File: src/hw/rtl/dbrt_pkg.sv
// Shared types and constants for the draw batch range tracker.
package dbrt_pkg;

  localparam int TEX_W     = 16;
  localparam int CNT_W     = 13;
  localparam int CFG_IDX_W = 1;

  localparam logic [CFG_IDX_W-1:0] REG_DEFAULT_TEX = 1'd0;
  localparam logic [CFG_IDX_W-1:0] REG_PIPE_READY  = 1'd1;

  localparam logic KIND_GRANT = 1'b0;
  localparam logic KIND_DRAW  = 1'b1;

  typedef enum logic [1:0] {
    REQ_BEGIN   = 2'd0,
    REQ_SET_TEX = 2'd1,
    REQ_PUSH    = 2'd2,
    REQ_FLUSH   = 2'd3
  } req_t;

  typedef enum logic [1:0] {
    ST_IDLE  = 2'd0,
    ST_READ  = 2'd1,
    ST_CHECK = 2'd2,
    ST_LAST  = 2'd3
  } state_t;

  typedef struct packed {
    logic accept;
    logic step;
    logic emit_last;
  } cmd_t;

  typedef struct packed {
    logic out_free;
    logic walk_go;
    logic len_nz;
    logic pend_valid;
    logic idx_last;
  } sts_t;

endpackage

File: src/hw/rtl/dbrt_ctrl.sv
// Controller: item acceptance and the flush walk over the range table.
module dbrt_ctrl (
  input  logic            clk,
  input  logic            rst,
  input  logic            in_valid,
  output logic            in_ready,
  input  dbrt_pkg::sts_t  sts,
  output dbrt_pkg::cmd_t  cmd
);

  dbrt_pkg::state_t state;
  dbrt_pkg::state_t state_next;

  always_ff @(posedge clk) begin
    if (rst) begin
      state <= dbrt_pkg::ST_IDLE;
    end else begin
      state <= state_next;
    end
  end

  always_comb begin
    state_next    = state;
    in_ready      = 1'b0;
    cmd.accept    = 1'b0;
    cmd.step      = 1'b0;
    cmd.emit_last = 1'b0;
    case (state)
      dbrt_pkg::ST_IDLE: begin
        in_ready   = sts.out_free;
        cmd.accept = in_valid && sts.out_free;
        if (cmd.accept && sts.walk_go) begin
          state_next = dbrt_pkg::ST_READ;
        end
      end
      dbrt_pkg::ST_READ: begin
        state_next = dbrt_pkg::ST_CHECK;
      end
      dbrt_pkg::ST_CHECK: begin
        // hold while a pending record must leave and the output is busy
        if (!(sts.len_nz && sts.pend_valid && !sts.out_free)) begin
          cmd.step   = 1'b1;
          state_next = sts.idx_last ? dbrt_pkg::ST_LAST : dbrt_pkg::ST_READ;
        end
      end
      dbrt_pkg::ST_LAST: begin
        if (!sts.pend_valid) begin
          state_next = dbrt_pkg::ST_IDLE;
        end else if (sts.out_free) begin
          cmd.emit_last = 1'b1;
          state_next    = dbrt_pkg::ST_IDLE;
        end
      end
      default: begin
        state_next = dbrt_pkg::ST_IDLE;
      end
    endcase
  end

endmodule

File: src/hw/rtl/dbrt_dp.sv
// Datapath: counters, range table memories, pending record and output register.
module dbrt_dp #(
  parameter int MAX_RANGES   = 32,
  parameter int MAX_VERTICES = 4096
) (
  input  logic                            clk,
  input  logic                            rst,
  input  logic [1:0]                      req_type,
  input  logic [dbrt_pkg::TEX_W-1:0]      texture_handle,
  input  logic                            cfg_we,
  input  logic [dbrt_pkg::CFG_IDX_W-1:0]  cfg_idx,
  input  logic [dbrt_pkg::TEX_W-1:0]      cfg_data,
  input  logic                            out_ready,
  output logic                            out_valid,
  output logic                            result_kind,
  output logic [dbrt_pkg::TEX_W-1:0]      draw_texture,
  output logic [dbrt_pkg::CNT_W-1:0]      first_vertex,
  output logic [dbrt_pkg::CNT_W-1:0]      vertex_total,
  output logic                            last_result,
  input  dbrt_pkg::cmd_t                  cmd,
  output dbrt_pkg::sts_t                  sts
);

  localparam int TW = dbrt_pkg::TEX_W;
  localparam int CW = dbrt_pkg::CNT_W;
  localparam int VW = $clog2(MAX_VERTICES + 1);
  localparam int FW = $clog2(MAX_RANGES + 1);
  localparam int AW = (MAX_RANGES > 1) ? $clog2(MAX_RANGES) : 1;

  // config
  logic [TW-1:0] default_texture;
  logic          pipeline_ready;

  // tracker state
  logic [VW-1:0] vertex_fill, vertex_fill_next;
  logic [FW-1:0] range_fill, range_fill_next;
  logic          range_is_open, range_is_open_next;
  logic [TW-1:0] current_texture, current_texture_next;
  logic [VW-1:0] open_start, open_start_next;
  logic [FW-1:0] walk_idx, walk_idx_next;

  // pending draw record during the walk
  logic          pend_valid, pend_valid_next;
  logic [TW-1:0] pend_texture, pend_texture_next;
  logic [CW-1:0] pend_first, pend_first_next;
  logic [CW-1:0] pend_total, pend_total_next;

  // range table: texture and start at open, length at close
  logic [TW+CW-1:0] ts_mem [MAX_RANGES];
  logic [CW-1:0]    len_mem [MAX_RANGES];
  logic [TW+CW-1:0] rd_ts;
  logic [CW-1:0]    rd_len;
  logic             ts_we, len_we;
  logic [TW+CW-1:0] ts_wdata;

  // output register load
  logic          out_load;
  logic          ld_kind, ld_last;
  logic [TW-1:0] ld_texture;
  logic [CW-1:0] ld_first, ld_total;

  dbrt_pkg::req_t req;
  logic [FW-1:0]  rf_last;
  logic [CW-1:0]  open_len;
  logic           range_full;
  logic [TW-1:0]  push_tex;
  logic [TW-1:0]  rd_tex_sub;

  assign req        = dbrt_pkg::req_t'(req_type);
  assign rf_last    = range_fill - FW'(1);
  assign open_len   = CW'(vertex_fill - open_start);
  assign range_full = (range_fill == FW'(MAX_RANGES));
  assign push_tex   = (current_texture != '0) ? current_texture : default_texture;
  assign rd_tex_sub = (rd_ts[TW+CW-1:CW] != '0) ? rd_ts[TW+CW-1:CW] : default_texture;

  assign sts.out_free   = !out_valid || out_ready;
  assign sts.walk_go    = (req == dbrt_pkg::REQ_FLUSH) && pipeline_ready &&
                          (vertex_fill != '0) && (range_fill != '0);
  assign sts.len_nz     = (rd_len != '0);
  assign sts.pend_valid = pend_valid;
  assign sts.idx_last   = (walk_idx == rf_last);

  always_comb begin
    vertex_fill_next     = vertex_fill;
    range_fill_next      = range_fill;
    range_is_open_next   = range_is_open;
    current_texture_next = current_texture;
    open_start_next      = open_start;
    walk_idx_next        = walk_idx;
    pend_valid_next      = pend_valid;
    pend_texture_next    = pend_texture;
    pend_first_next      = pend_first;
    pend_total_next      = pend_total;
    ts_we                = 1'b0;
    len_we               = 1'b0;
    ts_wdata             = {texture_handle, CW'(vertex_fill)};
    out_load             = 1'b0;
    ld_kind              = dbrt_pkg::KIND_DRAW;
    ld_texture           = pend_texture;
    ld_first             = pend_first;
    ld_total             = pend_total;
    ld_last              = 1'b0;

    if (cmd.accept) begin
      walk_idx_next = '0;
      case (req)
        dbrt_pkg::REQ_BEGIN: begin
          vertex_fill_next     = '0;
          range_fill_next      = '0;
          range_is_open_next   = 1'b0;
          current_texture_next = default_texture;
        end
        dbrt_pkg::REQ_SET_TEX: begin
          if (!range_is_open) begin
            current_texture_next = texture_handle;
          end else if (texture_handle != current_texture) begin
            // close the open range, then open a new one if the table has room
            len_we             = 1'b1;
            range_is_open_next = 1'b0;
            if (!range_full) begin
              ts_we                = 1'b1;
              ts_wdata             = {texture_handle, CW'(vertex_fill)};
              open_start_next      = vertex_fill;
              range_fill_next      = range_fill + FW'(1);
              current_texture_next = texture_handle;
              range_is_open_next   = 1'b1;
            end
          end
        end
        dbrt_pkg::REQ_PUSH: begin
          if (vertex_fill != VW'(MAX_VERTICES)) begin
            if (!range_is_open && !range_full) begin
              ts_we                = 1'b1;
              ts_wdata             = {push_tex, CW'(vertex_fill)};
              open_start_next      = vertex_fill;
              range_fill_next      = range_fill + FW'(1);
              current_texture_next = push_tex;
              range_is_open_next   = 1'b1;
            end
            out_load         = 1'b1;
            ld_kind          = dbrt_pkg::KIND_GRANT;
            ld_texture       = '0;
            ld_first         = CW'(vertex_fill);
            ld_total         = '0;
            ld_last          = 1'b1;
            vertex_fill_next = vertex_fill + VW'(1);
          end
        end
        dbrt_pkg::REQ_FLUSH: begin
          if (pipeline_ready && (vertex_fill != '0)) begin
            if (range_is_open) begin
              len_we             = 1'b1;
              range_is_open_next = 1'b0;
            end
            // no ranges: one draw over the whole buffer
            if (range_fill == '0) begin
              out_load   = 1'b1;
              ld_texture = default_texture;
              ld_first   = '0;
              ld_total   = CW'(vertex_fill);
              ld_last    = 1'b1;
            end
          end
        end
        default: begin
          walk_idx_next = '0;
        end
      endcase
    end

    if (cmd.step) begin
      if (rd_len != '0) begin
        // release the previous record, hold this one until the next is known
        out_load          = pend_valid;
        pend_valid_next   = 1'b1;
        pend_texture_next = rd_tex_sub;
        pend_first_next   = rd_ts[CW-1:0];
        pend_total_next   = rd_len;
      end
      walk_idx_next = walk_idx + FW'(1);
    end

    if (cmd.emit_last) begin
      out_load        = 1'b1;
      ld_last         = 1'b1;
      pend_valid_next = 1'b0;
    end
  end

  always_ff @(posedge clk) begin
    if (rst) begin
      default_texture <= '0;
      pipeline_ready  <= 1'b0;
    end else if (cfg_we) begin
      if (cfg_idx == dbrt_pkg::REG_DEFAULT_TEX) begin
        default_texture <= cfg_data;
      end else if (cfg_idx == dbrt_pkg::REG_PIPE_READY) begin
        pipeline_ready <= cfg_data[0];
      end
    end
  end

  always_ff @(posedge clk) begin
    if (rst) begin
      vertex_fill     <= '0;
      range_fill      <= '0;
      range_is_open   <= 1'b0;
      current_texture <= '0;
      walk_idx        <= '0;
      pend_valid      <= 1'b0;
      out_valid       <= 1'b0;
    end else begin
      vertex_fill     <= vertex_fill_next;
      range_fill      <= range_fill_next;
      range_is_open   <= range_is_open_next;
      current_texture <= current_texture_next;
      walk_idx        <= walk_idx_next;
      pend_valid      <= pend_valid_next;
      if (out_load) begin
        out_valid <= 1'b1;
      end else if (out_ready) begin
        out_valid <= 1'b0;
      end
    end
  end

  always_ff @(posedge clk) begin
    open_start   <= open_start_next;
    pend_texture <= pend_texture_next;
    pend_first   <= pend_first_next;
    pend_total   <= pend_total_next;
    if (out_load) begin
      result_kind  <= ld_kind;
      draw_texture <= ld_texture;
      first_vertex <= ld_first;
      vertex_total <= ld_total;
      last_result  <= ld_last;
    end
  end

  always_ff @(posedge clk) begin
    if (ts_we) begin
      ts_mem[range_fill[AW-1:0]] <= ts_wdata;
    end
    if (len_we) begin
      len_mem[rf_last[AW-1:0]] <= open_len;
    end
    rd_ts  <= ts_mem[walk_idx[AW-1:0]];
    rd_len <= len_mem[walk_idx[AW-1:0]];
  end

endmodule

File: src/hw/rtl/draw_batch_range_tracker_top.sv
// Top level of the draw batch range tracker.
//
//   channel  | handshake            | payload
//   ---------+----------------------+-------------------------------------------
//   in       | in_valid / in_ready  | req_type, texture_handle
//   out      | out_valid / out_ready| result_kind, draw_texture, first_vertex,
//            |                      | vertex_total, last_result
//   cfg      | cfg_we               | cfg_idx, cfg_data
//
// Begin, set-texture and push complete on acceptance; a beat can enter every cycle while the
// output is free and no flush walk runs. A flush that walks the ranges goes through a read
// state and a check state per entry, then a last state: the range table has one read port and
// each entry costs a registered read plus a check. Any other flush completes on acceptance.
// Output stalls hold the walk; the next item waits until the output is free.
// Reset is synchronous; the range table has no clearing pass.
module draw_batch_range_tracker_top #(
  parameter int MAX_RANGES   = 32,
  parameter int MAX_VERTICES = 4096
) (
  input  logic                            clk,
  input  logic                            rst,
  input  logic                            in_valid,
  output logic                            in_ready,
  input  logic [1:0]                      req_type,
  input  logic [dbrt_pkg::TEX_W-1:0]      texture_handle,
  output logic                            out_valid,
  input  logic                            out_ready,
  output logic                            result_kind,
  output logic [dbrt_pkg::TEX_W-1:0]      draw_texture,
  output logic [dbrt_pkg::CNT_W-1:0]      first_vertex,
  output logic [dbrt_pkg::CNT_W-1:0]      vertex_total,
  output logic                            last_result,
  input  logic                            cfg_we,
  input  logic [dbrt_pkg::CFG_IDX_W-1:0]  cfg_idx,
  input  logic [dbrt_pkg::TEX_W-1:0]      cfg_data
);

  dbrt_pkg::cmd_t cmd;
  dbrt_pkg::sts_t sts;

  dbrt_ctrl u_ctrl (
    .clk      (clk),
    .rst      (rst),
    .in_valid (in_valid),
    .in_ready (in_ready),
    .sts      (sts),
    .cmd      (cmd)
  );

  dbrt_dp #(
    .MAX_RANGES   (MAX_RANGES),
    .MAX_VERTICES (MAX_VERTICES)
  ) u_dp (
    .clk            (clk),
    .rst            (rst),
    .req_type       (req_type),
    .texture_handle (texture_handle),
    .cfg_we         (cfg_we),
    .cfg_idx        (cfg_idx),
    .cfg_data       (cfg_data),
    .out_ready      (out_ready),
    .out_valid      (out_valid),
    .result_kind    (result_kind),
    .draw_texture   (draw_texture),
    .first_vertex   (first_vertex),
    .vertex_total   (vertex_total),
    .last_result    (last_result),
    .cmd            (cmd),
    .sts            (sts)
  );

endmodule

File: config.mk
export PLATFORM = sky130hd
export DESIGN_NAME = draw_batch_range_tracker_top
export DESIGN_NICKNAME = d
export VERILOG_FILES = /design/src/hw/rtl/dbrt_pkg.sv /design/src/hw/rtl/dbrt_ctrl.sv /design/src/hw/rtl/dbrt_dp.sv /design/src/hw/rtl/draw_batch_range_tracker_top.sv
export SDC_FILE = /design/constraint.sdc
export NUM_CORES = 2
export LEC_CHECK = 0
export BUFFER_PORTS_ARGS = -buffer_cell sky130_fd_sc_hd__buf_2
export CORE_MARGIN = 2
export CORE_UTILIZATION = 60
export CTS_CLUSTER_DIAMETER = 120
export DETAILED_ROUTE_END_ITERATION = 12
export PLACE_DENSITY = 0.76
export SLEW_MARGIN = 10
export SYNTH_ARGS = -nofsm -noshare
export SYNTH_HDL_FRONTEND = slang
export SYNTH_SLANG_ARGS = --single-unit
File: constraint.sdc
create_clock -name clk -period 8.45 [get_ports clk]
set_input_delay 1.2675 -clock clk [delete_from_list [all_inputs] [get_ports clk]]
set_output_delay 1.2675 -clock clk [all_outputs]
set_load 0.005 [all_outputs]
Yosys cells after proc, flatten, opt, wreduce, memory -nomap -nowiden
Memories as Yosys holds them, arrays and structs flattened. A register that Yosys moved wholly into a read port is not among the register bits.
Cells that the tools add are included.
Widths: inputs -> output; s select.
{"block": "classes", "n_addsub": 5, "n_eq_ne": 21, "n_mux": 90, "n_bitwise": 1, "n_reduce_logical": 38}
{"op": "$mux 13", "count": 14}
{"op": "$mux 16", "count": 11}
{"op": "$mux 29", "count": 4}
{"op": "$pmux 13 s2", "count": 4}
{"op": "$pmux 16 s3", "count": 1}
{"op": "$mux 6", "count": 7}
{"op": "$mux 1", "count": 37}
{"op": "$pmux 16 s2", "count": 1}
{"op": "$reduce_bool 16->1", "count": 2}
{"op": "$reduce_bool 13->1", "count": 2}
{"op": "$pmux 6 s3", "count": 1}
{"op": "$ne 16x16->1", "count": 1}
{"op": "$reduce_and 7->1", "count": 2}
{"op": "$add 13x1->13 const B", "count": 1}
{"op": "$ne 13x13->1 const B", "count": 1}
{"op": "$sub 13x13->13", "count": 1}
{"op": "$add 6x1->6 const B", "count": 2}
{"op": "$mux 2", "count": 5}
{"op": "$ne 2x1->1 const B", "count": 5}
{"op": "$logic_and 1x1->1", "count": 9}
{"op": "$ne 3x3->1 const B", "count": 3}
{"op": "$eq 2x2->1 const B", "count": 4}
{"op": "$pmux 2 s4", "count": 1}
{"op": "$reduce_and 2->1", "count": 4}
{"op": "other kinds (19)", "count": 32}
{"block": "totals", "reg_bits": 162, "mem_bits_rw": 1344, "input_bits": 40, "out_inout_bits": 46, "wordCells": 176, "mem_count": 2}
{"name": "u_dp.ts_mem", "words": 32, "word_bits": 29, "rd": 1, "rd_clocked_by_memory_dff": 1, "write_ports": 1, "line_no": "dbrt_dp.sv:49", "text": "logic [TW+CW-1:0] ts_mem [MAX_RANGES];"}
{"name": "u_dp.len_mem", "words": 32, "word_bits": 13, "rd": 1, "rd_clocked_by_memory_dff": 1, "write_ports": 1, "line_no": "dbrt_dp.sv:50", "text": "logic [CW-1:0] len_mem [MAX_RANGES];"}

Logic depth before layout (Yosys ltp)
{"block": "depth", "ltp_word": 9, "ltp_mapped": 11, "mapped_depth_nobuf": 9}

Cells and area by module
From an unflattened synthesis, not the netlist that was laid out.
{"block": "unflattened", "cells_unflattened": 2836, "hier_area_um2": 60142.7}
{"module": "dbrt_dp", "instances": 1, "cells_per_inst": 2819, "area_per_inst_um2": 59991.3, "seq_area_each_um2": 45393.5}
{"module": "dbrt_ctrl", "instances": 1, "cells_per_inst": 17, "area_per_inst_um2": 151.4, "seq_area_each_um2": 40.0}

Least setup slack after synthesis
OpenSTA, ideal clock, no wires.
{"block": "synth_timing", "kind": "input port to flip-flop", "start": "input req_type[0]", "end": "memory u_dp.ts_mem[0][24] in the netlist's numbering, data pin", "setup_time_ns": 0.454, "arrival_time_ns": 3.897, "t_required_ns": 7.996, "slack_ns": 4.099, "path_stages": 8, "n_path_buf": 3, "cell_sequence": "inv_1 > ha_1 > clkbuf_1 > and3_1 > clkbuf_1 > nand3b_1 > clkbuf_1 > o21ai_0"}
{"block": "synth_via", "elab_chain_cells": 3}
{"element": "start: declaration", "line_no": "draw_batch_range_tracker_top.sv:24", "text": "input logic [1:0] req_type,"}
{"element": "$eq 2x2->1", "line_no": "dbrt_dp.sv:106", "text": "case (req)"}
{"element": "$mux 29"}
{"element": "$mux 29", "line_no": "dbrt_dp.sv:104", "text": "if (cmd.accept) begin"}
{"element": "via u_dp.ts_wdata[24]", "line_no": "dbrt_dp.sv:54", "text": "logic [TW+CW-1:0] ts_wdata;"}
{"element": "end: declaration", "line_no": "dbrt_dp.sv:49"}
The timed path passes the listed nets, and every way through them passes these cells.

Final worst setup path
{"block": "layout_timing", "start": "input req_type[1]", "end": "memory u_dp.len_mem[3][7] in the netlist's numbering, enable pin"}
{"block": "layout_via", "elab_chain_cells": 5, "elab_cells_between_ends": 6, "cone_classes": "2 x eq/ne; 4 x mux"}
{"element": "$eq 2x2->1 / $eq 2x1->1 (equally long branches)", "line_no": "dbrt_dp.sv:106"}
{"element": "$pmux 1 s2 *", "line_no": "dbrt_dp.sv:106"}
{"element": "$mux 1 *", "line_no": "dbrt_dp.sv:104"}
{"element": "$mux 1 *", "line_no": "dbrt_dp.sv:245", "text": "if (len_we) begin"}
{"element": "$mux 1 (not written as such) *", "line_no": "dbrt_dp.sv:246", "text": "len_mem[rf_last[AW-1:0]] <= open_len;"}
{"element": "end: declaration", "line_no": "dbrt_dp.sv:50"}
Mark *: on every way between the ends. The rest lies on a longest branch, timed or not.

==> impl_metrics.py <==
metrics = {
    "status": {
        "outcome": "completed",
    },
    "floorplan": {
        "die_w_um": 321,
        "initial_utilization_pct": 60.3,
        "die_y_um": 321,
        "rows": 116,
        "die-area_mm2": 0.103,
        "ios": 86,
        "placeableCoreArea_mm2": 0.0999,
    },
    "logic_synthesis": {
        "netlist_area_mm2": 0.0602,
        "synthFlopType": "edfxtp_1",
        "ys_async_sr_fraction_pct": 0,
        "synth-seq-cells": 1548,
        "synth_common_cells": "edfxtp_1, mux4_2, nor2_1, clkbuf_1, dfxtp_1",
        "ys_top_cells_by_area": "edfxtp_1, mux4_2, dfxtp_1",
        "synth_top_cell_area_share_pct": 71.9,
        "ys.warnings.count": 0,
        "yosysMostFrequentCell": "edfxtp_1",
        "syn_inst": 2874,
        "synth_top_cell_by_area": "edfxtp_1",
        "syn_avg_cell_area_um2": 21.0,
        "synth_edf_count": 1443,
        "postSynthNetCount": 2941,
        "synth.yosys.seq_area_share_pct": 75.4,
        "ys_types": 60,
    },
    "layout": {
        "area_delta_synth_final_pct": 11.9,
        "multi_input_area_mm2": 0.0145,
        "fillCellCount": 6033,
        "nNetsFinal": 3082,
        "seqCellArea_mm2": 0.0454,
        "post_route_cells_drive_above_1_share_pct": 28.6,
    },
    "sta": {
        "post-route-period-util_pct": 59.8,
        "rsz0062_at_grt": "no",
        "max_freq_mhz": 198,
        "finalSetupViolations": 0,
        "worst_slack_ps": 3400,
        "worst_pin_slew_ps": 1270,
        "skew_ps": 33.8,
        "fin_crit_ps": 5050,
        "finalHoldWorstSlack_ps": 403,
        "drv_slew": 0,
        "relSlewSlack_pct": 15.0,
        "final-hold-violation-count": 0,
        "tns_ps": 0,
    },
    "clock_tree": {
        "numCtsBuffers": 150,
        "worstSkewPairLatency_ps": 760,
        "clk_pin_slew_ps": 60,
        "hold_buffers": 0,
        "root_buffer": "clkbuf_16",
        "cts.htree.levels": 4,
        "cts_resized": 0,
        "post_cts_buffers": 0,
        "numClockSinks": 1548,
        "cts_tree": "done",
        "clockBufferDepth": 3,
    },
    "pwr": {
        "p_switching_mw": 3.18,
        "powerDensity_mw_per_mm2": 227,
        "ir_worst_vdd_v": 0.000263,
        "intPower_mw": 12.1,
        "pwr-share-comb_pct": 2.5,
        "seq_power_share_pct": 55.0,
        "sw_frac_of_total_pct": 20.8,
        "power.leakage_nw": 20.9,
        "clockPowerShare_pct": 42.5,
    },
    "grt": {
        "grt_use_total_pct": 30.8,
        "antenna_found_initial": 17,
        "grt_max_degree": 170,
        "grt_overflow": 0,
        "grt_pass1_wl_um": 223000,
        "grt_pass1_vias": 30593,
    },
    "worst_setup_path": {
        "end_kind": "register",
        "critical_path_peak_fanout": 19,
        "critPathRequiredTime_ps": 8810,
        "cp-start-kind": "input port",
        "rrSetupSlack_ps": 3570,
        "critical_path_class": "input port to register",
        "arrival_ps": 5410,
    },
    "place": {
        "place.port_buffers": 85,
        "routabilityCongestion": 0.941,
        "post-place-ws_ps": 2880,
        "dp_hpwl_um": 93600,
    },
    "detailed_routing": {
        "vias_per_cell": 7.01,
        "dr.pass1.iters": 6,
        "drt-total-wl_um": 155000,
        "vias": 31119,
        "drcViolationCount": 0,
        "drtIter0Drc": 4767,
        "antenna_left": 0,
        "wl_per_cell_um": 35.0,
    },
    "worst_hold_path": {
        "min_path_type": "register to register",
    },
    "flow_run": {
        "drv_cap": 0,
    },
}
[through the flow]
| stage | total power [mW] | util [%] | cell area (µm²) | std cells |
|---|---|---|---|---|
| 2_1_floorplan | 8.77 | - | 60200 | 2874 |
| 3_3_place_gp | 8.93 | 62.7 | 62600 | 4161 |
| 3_5_place_dp | 8.95 | 62.7 | 62600 | 4161 |
| 4_1_cts | 15.3 | 67.5 | 67400 | 4431 |
| 5_1_grt | 15.7 | 67.5 | 67400 | 4432 |
| 6_report | 15.3 | 67.5 | 67400 | 4441 |
[critical path: stages]
cell and delay [ps]:
buf_2 130, inv_1 90, ha_1 820, inv_1 200, o31ai_1 810, nand3_1 840
nor2_1 1220
[layer usage]
metal	GRT usage [%]	wire length, µm	up-vias
met4	12.8	7330	16
met3	6.15	16500	396
met1	42.7	55800	16246
li1	-	-	12238
met5	0	127	-
met2	49.0	75500	2223
[registers in the layout, summed over array words and instances (netlist names), 13 cells and up]
register and count:
u_dp.pend_texture 16, u_dp.rd_ts 29, u_dp.pend_first 13, u_dp.rd_len 13
u_dp.first_vertex 13, u_dp.current_texture 16, u_dp.draw_texture 16, u_dp.vertex_fill 13
u_dp.vertex_total 13, u_dp.len_mem 416, u_dp.default_texture 16, u_dp.open_start 13
u_dp.pend_total 13, u_dp.ts_mem 928
[power by group through the flow]
stage               registers, mW  logic, mW  clock network, mW
finish                       8.42      0.383               6.51
CTS                          8.42      0.372               6.56
floorplan                    8.58      0.190                  0
detailed placement           8.58      0.370                  0
global route                 8.41      0.403               6.84
global placement             8.58      0.352                  0
[cells in the final DEF, fill, tap and decap left out, types with 12 or more instances in the layout]
master | Yosys | layout
edfxtp_1 | 1443 | 1443
mux4_2 | 420 | 420
clkbuf_16 | 0 | 153
dfxtp_1 | 105 | 100
buf_2 | 29 | 85
a21oi_1 | 85 | 83
nor2_1 | 113 | 80
nand2_1 | 78 | 78
buf_4 | 0 | 59
mux2_2 | 42 | 42
a22o_1 | 41 | 41
clkbuf_1 | 107 | 40
inv_1 | 34 | 34
nor2_4 | 0 | 33
xnor2_1 | 38 | 28
nand3_1 | 27 | 27
or3_1 | 27 | 27
ha_1 | 26 | 26
clkinv_2 | 0 | 25
o21ai_1 | 12 | 23
a31oi_1 | 19 | 19
o21ai_0 | 32 | 16
a21o_1 | 16 | 16
clkinv_1 | 0 | 16
nand4_1 | 15 | 15
a22oi_1 | 15 | 15
nor4_1 | 12 | 12
nor3_1 | 15 | 12
[cell type report]
class / instances / share of cell area (%)
Multi-Input combinational cell: 1133 / 21.5
Clock inverter: 69 / 1.01
Clock buffer: 201 / 6.06
Timing Repair Buffer: 148 / 1.41
Sequential cell: 1548 / 67.4
Tap cell: 1298 / 2.41
Inverter: 34 / 0.189
Antenna cell: 10 / 0.0371
[final timing paths]
check                           depth (start not counted)            endpoint                start
worst max register to register                          7  u_dp.len_mem[3][7]  u_dp.vertex_fill[6]
worst min register to register                          0  u_dp.pend_first[7]        u_dp.rd_ts[7]
worst max-delay path                                    7  u_dp.len_mem[3][7]          req_type[1]
worst min-delay path                                    0  u_dp.pend_first[7]        u_dp.rd_ts[7]
[logic make-up (layout without fill, tap and decap cells)]
kind of cell               count (synthesis)  in the layout  share of synthesized area, %
xor gates and xnor gates                  48             48                         0.698
muxes                                    462            462                          16.5
AOI/OAI and AO/OA                        263            263                          2.86
buffers and inverters                    193            452                          1.30
other                                      0             10                             0
DFF                                     1548           1548                          75.4
adders and majority gates                 27             27                         0.573
and+or+nand+nor                          333            333                          2.65
(Power assumes the default switching activity.)
